[src/rtl/ush_pkg.sv]
`default_nettype none

package ush_pkg;

    localparam int unsigned RETRY_LIMIT = 200;
    localparam int unsigned ATT_W = $clog2(RETRY_LIMIT + 1);

    localparam logic [3:0] PID_NONE  = 4'h0;
    localparam logic [3:0] PID_OUT   = 4'h1;
    localparam logic [3:0] PID_ACK   = 4'h2;
    localparam logic [3:0] PID_DATA0 = 4'h3;
    localparam logic [3:0] PID_IN    = 4'h9;
    localparam logic [3:0] PID_NAK   = 4'hA;
    localparam logic [3:0] PID_DATA1 = 4'hB;
    localparam logic [3:0] PID_SETUP = 4'hD;
    localparam logic [3:0] PID_STALL = 4'hE;

    localparam logic [15:0] NAK_FOREVER = 16'hFFFF;

    localparam logic CMD_START  = 1'b0;
    localparam logic CMD_ANSWER = 1'b1;

    localparam logic [2:0] ST_OK        = 3'd0;
    localparam logic [2:0] ST_STALL     = 3'd1;
    localparam logic [2:0] ST_NAK_TMO   = 3'd2;
    localparam logic [2:0] ST_BAD_PID   = 3'd3;
    localparam logic [2:0] ST_RETRY_EXH = 3'd4;
    localparam logic [2:0] ST_NO_ANSWER = 3'd5;

    typedef struct packed {
        logic        cmd;
        logic [3:0]  token_pid;
        logic        expect_data1;
        logic [15:0] nak_budget;
        logic        answered;
        logic [3:0]  resp_pid;
        logic        toggle_ok;
    } item_t;

    typedef struct packed {
        logic       send_token;
        logic       done_res;
        logic [2:0] status;
        logic [3:0] final_pid;
    } result_t;

    typedef struct packed {
        logic             busy;
        logic [ATT_W-1:0] attempts;
    } eng_status_t;

endpackage

`default_nettype wire

[src/rtl/ush_in_stage.sv]
`default_nettype none

module ush_in_stage
    import ush_pkg::*;
(
    input  wire logic  aclk,
    input  wire logic  aresetn,
    input  wire logic  in_valid,
    output logic       in_ready,
    input  wire item_t in_item,
    input  wire logic  advance,
    output logic       held_valid,
    output item_t      held_item
);

    logic  valid_reg;
    item_t item_reg;

    assign in_ready   = !valid_reg || advance;
    assign held_valid = valid_reg;
    assign held_item  = item_reg;

    always_ff @(posedge aclk) begin
        if (!aresetn) begin
            valid_reg <= 1'b0;
        end else if (in_ready) begin
            valid_reg <= in_valid;
        end
    end

    always_ff @(posedge aclk) begin
        if (in_ready && in_valid) begin
            item_reg <= in_item;
        end
    end

endmodule

`default_nettype wire

[src/rtl/ush_engine.sv]
`default_nettype none

module ush_engine
    import ush_pkg::*;
(
    input  wire logic  aclk,
    input  wire logic  aresetn,
    input  wire logic  fire,
    input  wire item_t item,
    output result_t    result,
    output eng_status_t eng_status
);

    logic             busy_reg, busy_next;
    logic [3:0]       kind_reg, kind_next;
    logic             want1_reg, want1_next;
    logic [15:0]      naks_reg, naks_next;
    logic [ATT_W-1:0] att_reg, att_next;
    logic [ATT_W:0]   att_inc;
    logic             fall_through;

    assign att_inc    = {1'b0, att_reg} + 1'b1;
    assign eng_status = '{busy: busy_reg, attempts: att_reg};

    always_comb begin
        busy_next    = busy_reg;
        kind_next    = kind_reg;
        want1_next   = want1_reg;
        naks_next    = naks_reg;
        att_next     = att_reg;
        result       = '0;
        fall_through = 1'b0;

        if (item.cmd == CMD_START) begin
            kind_next         = item.token_pid;
            want1_next        = item.expect_data1;
            naks_next         = item.nak_budget;
            att_next          = '0;
            busy_next         = 1'b1;
            result.send_token = 1'b1;
        end else if (busy_reg) begin
            result.done_res = 1'b1;
            if (!item.answered) begin
                result.status = ST_NO_ANSWER;
            end else if (item.toggle_ok) begin
                result.status = ST_OK;
            end else if (item.resp_pid == PID_STALL) begin
                result.status    = ST_STALL;
                result.final_pid = item.resp_pid;
            end else if (item.resp_pid == PID_NAK) begin
                if (naks_reg == '0) begin
                    result.status    = ST_NAK_TMO;
                    result.final_pid = item.resp_pid;
                end else begin
                    if (naks_reg != NAK_FOREVER) begin
                        naks_next = naks_reg - 1'b1;
                    end
                    result.done_res   = 1'b0;
                    result.send_token = 1'b1;
                end
            end else begin
                unique case (kind_reg) inside
                    PID_SETUP, PID_OUT: begin
                        fall_through = (item.resp_pid != PID_ACK);
                    end
                    PID_IN: begin
                        fall_through = (item.resp_pid != (want1_reg ? PID_DATA1 : PID_DATA0));
                    end
                    default: begin
                        result.status = ST_NO_ANSWER;
                    end
                endcase
                if (fall_through) begin
                    if (item.resp_pid != PID_NONE) begin
                        result.status    = ST_BAD_PID;
                        result.final_pid = item.resp_pid;
                    end else if (att_inc >= (ATT_W + 1)'(RETRY_LIMIT)) begin
                        result.status = ST_RETRY_EXH;
                    end else begin
                        att_next          = att_inc[ATT_W-1:0];
                        result.done_res   = 1'b0;
                        result.send_token = 1'b1;
                    end
                end
            end
            if (result.done_res) begin
                busy_next = 1'b0;
            end
        end
    end

    always_ff @(posedge aclk) begin
        if (!aresetn) begin
            busy_reg  <= 1'b0;
            kind_reg  <= '0;
            want1_reg <= 1'b0;
            naks_reg  <= '0;
            att_reg   <= '0;
        end else if (fire) begin
            busy_reg  <= busy_next;
            kind_reg  <= kind_next;
            want1_reg <= want1_next;
            naks_reg  <= naks_next;
            att_reg   <= att_next;
        end
    end

endmodule

`default_nettype wire

[src/rtl/ush_out_stage.sv]
`default_nettype none

module ush_out_stage
    import ush_pkg::*;
(
    input  wire logic    aclk,
    input  wire logic    aresetn,
    input  wire logic    held_valid,
    input  wire result_t result,
    output logic         advance,
    output logic         out_valid,
    input  wire logic    out_ready,
    output result_t      out_result
);

    logic    valid_reg;
    result_t res_reg;

    // an item moves on when the result slot is free or being emptied
    assign advance    = held_valid && (!valid_reg || out_ready);
    assign out_valid  = valid_reg;
    assign out_result = res_reg;

    always_ff @(posedge aclk) begin
        if (!aresetn) begin
            valid_reg <= 1'b0;
        end else if (advance) begin
            valid_reg <= 1'b1;
        end else if (out_ready) begin
            valid_reg <= 1'b0;
        end
    end

    always_ff @(posedge aclk) begin
        if (advance) begin
            res_reg <= result;
        end
    end

endmodule

`default_nettype wire

[src/rtl/usb_transaction_handshake.sv]
// channel  | direction | tdata (low bit up)                                  | tuser / tlast
// s_       | in        | token_pid, expect_data1, nak_budget, answered,      | tuser: cmd
//          |           | resp_pid, toggle_ok, zero pad to 32                 |
// m_       | out       | send_token, status, final_pid                       | tlast: done_res
//
// one item per cycle sustained while m_tready stays high; m_tvalid rises once an accepted s_ item has passed
// the input register, the decision logic on the small counters and the result register
// aresetn is synchronous and clears the valid flags and the transaction state
// a stall on m_tready backs up through the input register to s_tready

`default_nettype none

module usb_transaction_handshake
    import ush_pkg::*;
(
    input  wire logic        aclk,
    input  wire logic        aresetn,
    input  wire logic        s_tvalid,
    output logic             s_tready,
    input  wire logic [31:0] s_tdata,  // token_pid[3:0], expect_data1[4], nak_budget[20:5],
                                       // answered[21], resp_pid[25:22], toggle_ok[26]
    input  wire logic        s_tuser,  // cmd[0]
    output logic             m_tvalid,
    input  wire logic        m_tready,
    output logic [7:0]       m_tdata,  // send_token[0], status[3:1], final_pid[7:4]
    output logic             m_tlast
);

    item_t       in_item;
    item_t       held_item;
    logic        held_valid;
    logic        advance;
    result_t     result;
    result_t     out_result;
    eng_status_t eng_status;

    assign in_item.cmd          = s_tuser;
    assign in_item.token_pid    = s_tdata[3:0];
    assign in_item.expect_data1 = s_tdata[4];
    assign in_item.nak_budget   = s_tdata[20:5];
    assign in_item.answered     = s_tdata[21];
    assign in_item.resp_pid     = s_tdata[25:22];
    assign in_item.toggle_ok    = s_tdata[26];

    ush_in_stage u_in (
        .aclk       (aclk),
        .aresetn    (aresetn),
        .in_valid   (s_tvalid),
        .in_ready   (s_tready),
        .in_item    (in_item),
        .advance    (advance),
        .held_valid (held_valid),
        .held_item  (held_item)
    );

    ush_engine u_eng (
        .aclk       (aclk),
        .aresetn    (aresetn),
        .fire       (advance),
        .item       (held_item),
        .result     (result),
        .eng_status (eng_status)
    );

    ush_out_stage u_out (
        .aclk       (aclk),
        .aresetn    (aresetn),
        .held_valid (held_valid),
        .result     (result),
        .advance    (advance),
        .out_valid  (m_tvalid),
        .out_ready  (m_tready),
        .out_result (out_result)
    );

    assign m_tdata = {out_result.final_pid, out_result.status, out_result.send_token};
    assign m_tlast = out_result.done_res;

    // empty-response retries never reach the limit while a transaction runs
    a_attempts_bound: assert property (@(posedge aclk) disable iff (!aresetn)
        eng_status.attempts < ATT_W'(RETRY_LIMIT))
        else $error("retry counter reached the limit");

    // the transaction ends only together with a final result
    a_busy_drop: assert property (@(posedge aclk) disable iff (!aresetn)
        $past(aresetn) && $fell(eng_status.busy) |-> m_tvalid && m_tlast)
        else $error("busy dropped without a final result");

    // a final result never asks for the token, a non-final one carries no status
    a_done_fields: assert property (@(posedge aclk) disable iff (!aresetn)
        m_tvalid |-> (m_tlast ? !m_tdata[0] : (m_tdata[7:1] == '0)))
        else $error("result fields inconsistent with done flag");

    // a new start always issues the token
    a_start_sends: assert property (@(posedge aclk) disable iff (!aresetn)
        advance && held_item.cmd == CMD_START |=> m_tvalid && m_tdata[0] && !m_tlast)
        else $error("start did not request the token");

endmodule

`default_nettype wire
[config.mk]
export PLATFORM = sky130hd
export DESIGN_NAME = usb_transaction_handshake
export DESIGN_NICKNAME = d
export VERILOG_FILES = /design/src/rtl/ush_pkg.sv /design/src/rtl/ush_in_stage.sv /design/src/rtl/ush_engine.sv /design/src/rtl/ush_out_stage.sv /design/src/rtl/usb_transaction_handshake.sv
export SDC_FILE = /design/constraint.sdc
export NUM_CORES = 1
export LEC_CHECK = 0
export BUFFER_PORTS_ARGS = -buffer_cell sky130_fd_sc_hd__buf_2
export CAP_MARGIN = 20
export CELL_PAD_IN_SITES_DETAIL_PLACEMENT = 1
export CELL_PAD_IN_SITES_GLOBAL_PLACEMENT = 1
export CORE_ASPECT_RATIO = 1.1
export CORE_MARGIN = 5
export CORE_UTILIZATION = 47
export CTS_CLUSTER_DIAMETER = 150
export DETAILED_ROUTE_END_ITERATION = 16
export PLACE_DENSITY_LB_ADDON = 0.1
export SYNTH_ARGS = -nofsm -noshare
export SYNTH_HDL_FRONTEND = slang
export SYNTH_SLANG_ARGS = --single-unit
[constraint.sdc]
create_clock -name aclk -period 3.19 [get_ports aclk]
set_input_delay 0.638 -clock aclk [delete_from_list [all_inputs] [get_ports aclk]]
set_output_delay 0.638 -clock aclk [all_outputs]
set_load 0.02 [all_outputs]
Yosys cells after proc, flatten, opt, wreduce, memory -nomap -nowiden
Index checks and enable logic that the tools add are counted.

Equal/unequal tests: 19. Bitwise logic cells: 3. Reduce and logical (&&, ||, !) cells: 17. $lt $le $gt $ge: 1. Add/subtract/negate cells: 2. Muxes and demuxes: 56.

Operators with widths (count): $mux 16 (8); $mux 8 (9); $mux 3 (10); $mux 9 (3); $eq 4x4->1 const B (4); $logic_not 16->1 (1); $mux 2 (8); $mux 4 (4); $ne 16x16->1 const B (1); $sub 16x1->16 const B (1); $ne 2x2->1 const B (7); $mux 1 (11); $add 8x1->9 const B (1); $ge 9x8->1 const B (1); $reduce_and 9->1 (1); $ne 2x1->1 const B (4); $reduce_and 8->1 (1); $mux 7 (1); $mux 6 (1); $reduce_or 5->1 (1); $eq 4x1->1 const B (1); $ne 4x2->1 const B (1); $ne 4x4->1 (1); $reduce_and 2->1 (2); 10 further kinds (15).

Output and inout port bits: 11. Input port bits: 37. Word-level logic and storage cells: 117. Bits in registers: 69.

Depth between registers and ports, before layout
Depth in word-level cells: 20. Mapped depth: 9. Mapped depth without buffers: 8.

Cells and area by module
Synthesis repeated with hierarchy kept, for this count alone.

Cell total of the unflattened synthesis: 330. Area total of the unflattened synthesis: 3390.8 µm².

Modules (own cells, without submodules): ush_engine (area each 2174.6 µm², cells each 284, sequential area each 600.6 µm², times used 1); ush_in_stage (area each 898.4 µm², cells each 33, sequential area each 860.8 µm², times used 1); ush_out_stage (area each 317.8 µm², cells each 13, sequential area each 290.3 µm², times used 1).

Worst setup path after synthesis
Ideal clock, no wire load.

Path kind: in2reg. From: input port m_tready. To: register u_eng.att_reg[4]. Arrival: 2.032 ns. Cell stages on the path: 6. Slack: 1.083 ns. Data required time: 3.115 ns. Path buffers: 0. Library setup time: 0.075 ns. Cell sequence: nor2b_1 > nand2b_1 > nor4_1 > o311a_1 > or4b_1 > a31oi_1.

Word-level cells in the longest chain between the ends: 3.

RTL lines: start: declaration (line usb_transaction_handshake.sv:24) `input wire logic m_tready,`; $logic_or 1x1->1 (line ush_out_stage.sv:20) `assign advance = held_valid && (!valid_reg || out_ready);`; $logic_and 1x1->1 (line ush_out_stage.sv:20); $reduce_and 9->1 (no line); end signal: assignment (line ush_engine.sv:104) `att_reg <= att_next;`; end: declaration (line ush_engine.sv:18) `logic [ATT_W-1:0] att_reg, att_next;`.

Every way passes these cells. A chain may end at the register's enable or synchronous reset.

Final worst setup path
From: register u_eng.kind_reg[3]. To: register u_eng.att_reg[4].

Word-level cells in the longest chain between the ends: 11. Elaborated cells between the ends (all ways): 13. Those cells by class: 4 x eq/ne; 7 x mux; 2 x reduce/logical.

RTL lines: start: declaration (line ush_engine.sv:15) `logic [3:0] kind_reg, kind_next;`; start signal: assignment (line ush_engine.sv:101) `kind_reg <= kind_next;`; $eq 4x1->1 (no line) / $eq 4x4->1 (equally long branches); $reduce_or 2->1 (line ush_engine.sv:62) `unique case (kind_reg) inside`; $pmux 1 s2 (*) (line ush_engine.sv:62); $mux 1 (*) (line ush_engine.sv:50) `end else if (item.resp_pid == PID_NAK) begin`; $mux 1 (*) (line ush_engine.sv:47) `end else if (item.resp_pid == PID_STALL) begin`; $mux 1 (*) (line ush_engine.sv:45) `end else if (item.toggle_ok) begin`; $mux 1 (*) (line ush_engine.sv:43) `if (!item.answered) begin`; $mux 1 (*) (line ush_engine.sv:41) `end else if (busy_reg) begin`; $mux 1 (*) (line ush_engine.sv:34) `if (item.cmd == CMD_START) begin`; $ne 2x1->1 (no line) (*); $reduce_and 9->1 (no line) (*).

Mark *: on every way between the ends. The rest lies on a longest branch, timed or not. The select of a mux whose other input is x is not followed.

==> flow_summary_export.csv <==
group,metric,value,unit
clock_network,ctsResizeCount,0,
sta,worst_pin_slew,1.03,ns
yosys,yosys_warnings,0,
floorplan,io_pins,48,
clock_network,cts_root_buffer,"clkbuf_8",
worst_setup_path,slowest_delay,0.60,ns
yosys,synth-seq-cells,69,
sta,holdWs,0.462,ns
clock_network,cts_tree,"built",
sta,finalCriticalPeriod,2.59,ns
drt,drt-total-wl,8070,um
drt,drc,0,
clock_network,clock_sinks,69,
finish,drive_gt1_frac,0.199,
yosys,synthCells,340,
worst_setup_path,r2r_cells,6,
worst_setup_path,slowest_stage,"nor4bb_1",
clock_network,cts_hold_buf,0,
worst_setup_path,cp-startpoint,"u_eng.kind_reg[3]",
floorplan,die_area,8940,um^2
place,hpwl,5690,um
worst_setup_path,r2r-end,"u_eng.att_reg[4]",
drt,drt_iter0_drc,106,
grt,grt_pass1_vias,2906,
worst_setup_path,rrSetupSlack,0.60,ns
grt,grt_max_degree,29,
worst_setup_path,critPathCaptureType,"flip-flop",
sta,final.period_utilization,0.811,
worst_setup_path,critPathRequiredTime,3.45,ns
run,timing.max_cap.violations,0,
place,place_congestion,0.802,
clock_network,h-tree-depth,3,
clock_network,cts_setup_buffers,0,
clock_network,clk_pin_slew,0.08,ns
grt,grt.overflow.total,0,
sta,fin_tns_setup,0,ns
yosys,synth_fp_nets,382,
worst_setup_path,start_kind,"flip-flop",
drt,dr.pass1.iters,4,
clock_network,insertion_delay,0.35,ns
yosys,ys.flop_type,"edfxtp_1",
worst_setup_path,cp_top_family,"simple AND/OR/NAND/NOR gates",
finish,antenna_cells,0,
place,io_buffers,42,
worst_setup_path,worstReg2RegStart,"u_eng.kind_reg[3]",
floorplan,die_h,98.7,um
sta,fin_skew,0.0134,ns
floorplan,rows,32,
finish,area.growth.synth_to_final,14.7,%
grt,grtUsageTotal,0.188,
drt,vias,2806,
worst_setup_path,cp_num_cells,6,
sta,relSlewSlack,0.310,
yosys,synth_edf_count,37,
hold_path,worstHoldPathType,"in2reg",
sta,fmax,0.387,GHz
pwr,power.density,519,nW/um^2
worst_setup_path,path_cells,"nor4bb_1, nor3_1, nor4_1, o311a_1, or4b_1, a31oi_1",
grt,antenna_found_initial,0,
drt,viasPerCell,5.94,
finish,nFillCells,825,
floorplan,dieWidth,90.6,um
sta,hold_viol,0,
floorplan,coreArea,7010,um^2
clock_network,cts_buffer_depth,2,
sta,setup_viol,0,
worst_setup_path,crit_fanout,11,
pwr,vdd.ir_drop.worst,0.000327,V
clock_network,cts_buffers,9,
floorplan,start_util,0.479,
yosys,synth_cell_types,63,
worst_setup_path,cp.arrival,2.85,ns
yosys,ys_async_sr_fraction,0,
pwr,p_leak,1.39,nW
worst_setup_path,crit_end,"u_eng.att_reg[4]",
drt,wire_per_inst,17.1,um
drt,drtAntennaViolNets,0,
grt,grt_pass1_wl,13700,um
yosys,seq_area_frac_synth,0.521,
worst_setup_path,path_class,"reg2reg",
yosys,syn_avg_cell_area,9.88,um^2
sta,finalMaxSlewViolations,0,
yosys,synth_area,3360,um^2
sta,rsz0062_at_grt,"false",
run_status,outcome,"finished, final reports clean",
worst_setup_path,crit_buf_inv,0,
finish,largest_register_ffs,28,
finish,nNetsFinal,424,
==> worst reg2reg max path, cell delays in order, from the launching register on <==
cell      delay (ns)
dfxtp_1         0.36
nor4bb_1        0.60
nor3_1          0.09
nor4_1          0.33
o311a_1         0.49
or4b_1          0.48
a31oi_1         0.16
==> cells by family (layout without fill, tap and decap cells) <==
family	Yosys count	after routing	share of synthesized area
multiplexers	3	3	0.00968
XOR/XNOR	4	4	0.0104
adder cells (fa/ha/maj)	5	5	0.0186
AO/OA/AOI/OAI	94	94	0.182
flip-flops	69	69	0.521
buffers and inverters	26	73	0.0343
AND/OR/NAND/NOR	139	139	0.223
==> worst min-delay path by stage <==
stage,from,endpoint,depth (start not counted)
final,s_tdata[18],u_in.held_item[19],1
after CTS,s_tdata[14],u_in.held_item[15],1
after global placement,u_eng.kind_reg[3],u_eng.kind_reg[3],2
after detailed placement,u_eng.kind_reg[3],u_eng.kind_reg[3],2
after global routing,s_tdata[2],u_in.held_item[25],1
after floorplan,u_eng.kind_reg[3],u_eng.kind_reg[3],2
==> placed cells by master (no fill, tap or decap), drive strengths merged, types with 5 or more instances in the layout <==
master,n
edfxtp,37
nor4,6
dfxtp,32
a31oi,8
or3,6
nand4,7
buf,48
ha,5
nor3,15
nand3,14
o21ai,19
inv,9
nor2,23
nand2,36
a21oi,28
a21o,6
clkinv,5
clkbuf,10
==> through the flow <==
step | setup WS, ns | power (mW) | area, um^2 | cells | utilization
floorplan | 1.08 | 1.18 | 3360 | 340 | -
global placement | 0.515 | 1.25 | 3640 | 456 | 0.519
detailed placement | 0.469 | 1.25 | 3640 | 456 | 0.519
CTS | 0.625 | 2.02 | 3850 | 472 | 0.550
global route | 0.495 | 2.10 | 3850 | 472 | 0.550
finish | 0.603 | 2.00 | 3850 | 472 | 0.550
==> report_power, final <==
group,switching (mW),internal (mW),total (mW)
Combinational,0.136,0.0898,0.226
Sequential,0.0321,0.977,1.01
Clock,0.354,0.413,0.767
Total,0.522,1.48,2.00
==> cells in the mapped netlist, types with 4 or more instances <==
master    count  area [um^2]
edfxtp_1     37         1110
nand2_1      36          135
dfxtp_1      32          641
a21oi_1      28          140
nor2_1       23         86.3
o21ai_0      19         95.1
nand3_1      14         70.1
nor3_1       14         70.1
clkbuf_1      8         30.0
a31oi_1       7         43.8
buf_2         7         35.0
inv_1         7         26.3
nand4_1       7         43.8
a21o_1        6         45.0
or3_1         6         37.5
ha_1          5         62.6
a22oi_1       4         30.0
and2_1        4         25.0
nor2b_1       4         25.0
nor4_1        4         25.0
o21a_1        4         30.0
o22ai_1       4         25.0
==> area by class of cell <==
class / instances / area [um^2] / area share
flip-flops and latches: 69 / 1750 / 0.454
multi-input cells: 245 / 1490 / 0.387
inverters: 9 / 33.8 / 0.00876
clock inverters: 6 / 66.3 / 0.0172
well taps: 85 / 106 / 0.0276
repair buffers: 48 / 255 / 0.0662
clock buffers: 10 / 149 / 0.0386
==> layer usage <==
| metal | GRT usage | part of all wire |
|---|---|---|
| met5 | 0 | 0 |
| met2 | 0.316 | 0.49 |
| met3 | 0.0443 | 0.034 |
| met1 | 0.231 | 0.46 |
| met4 | 0.0767 | 0.016 |
Power figures use the tool's default switching activity.
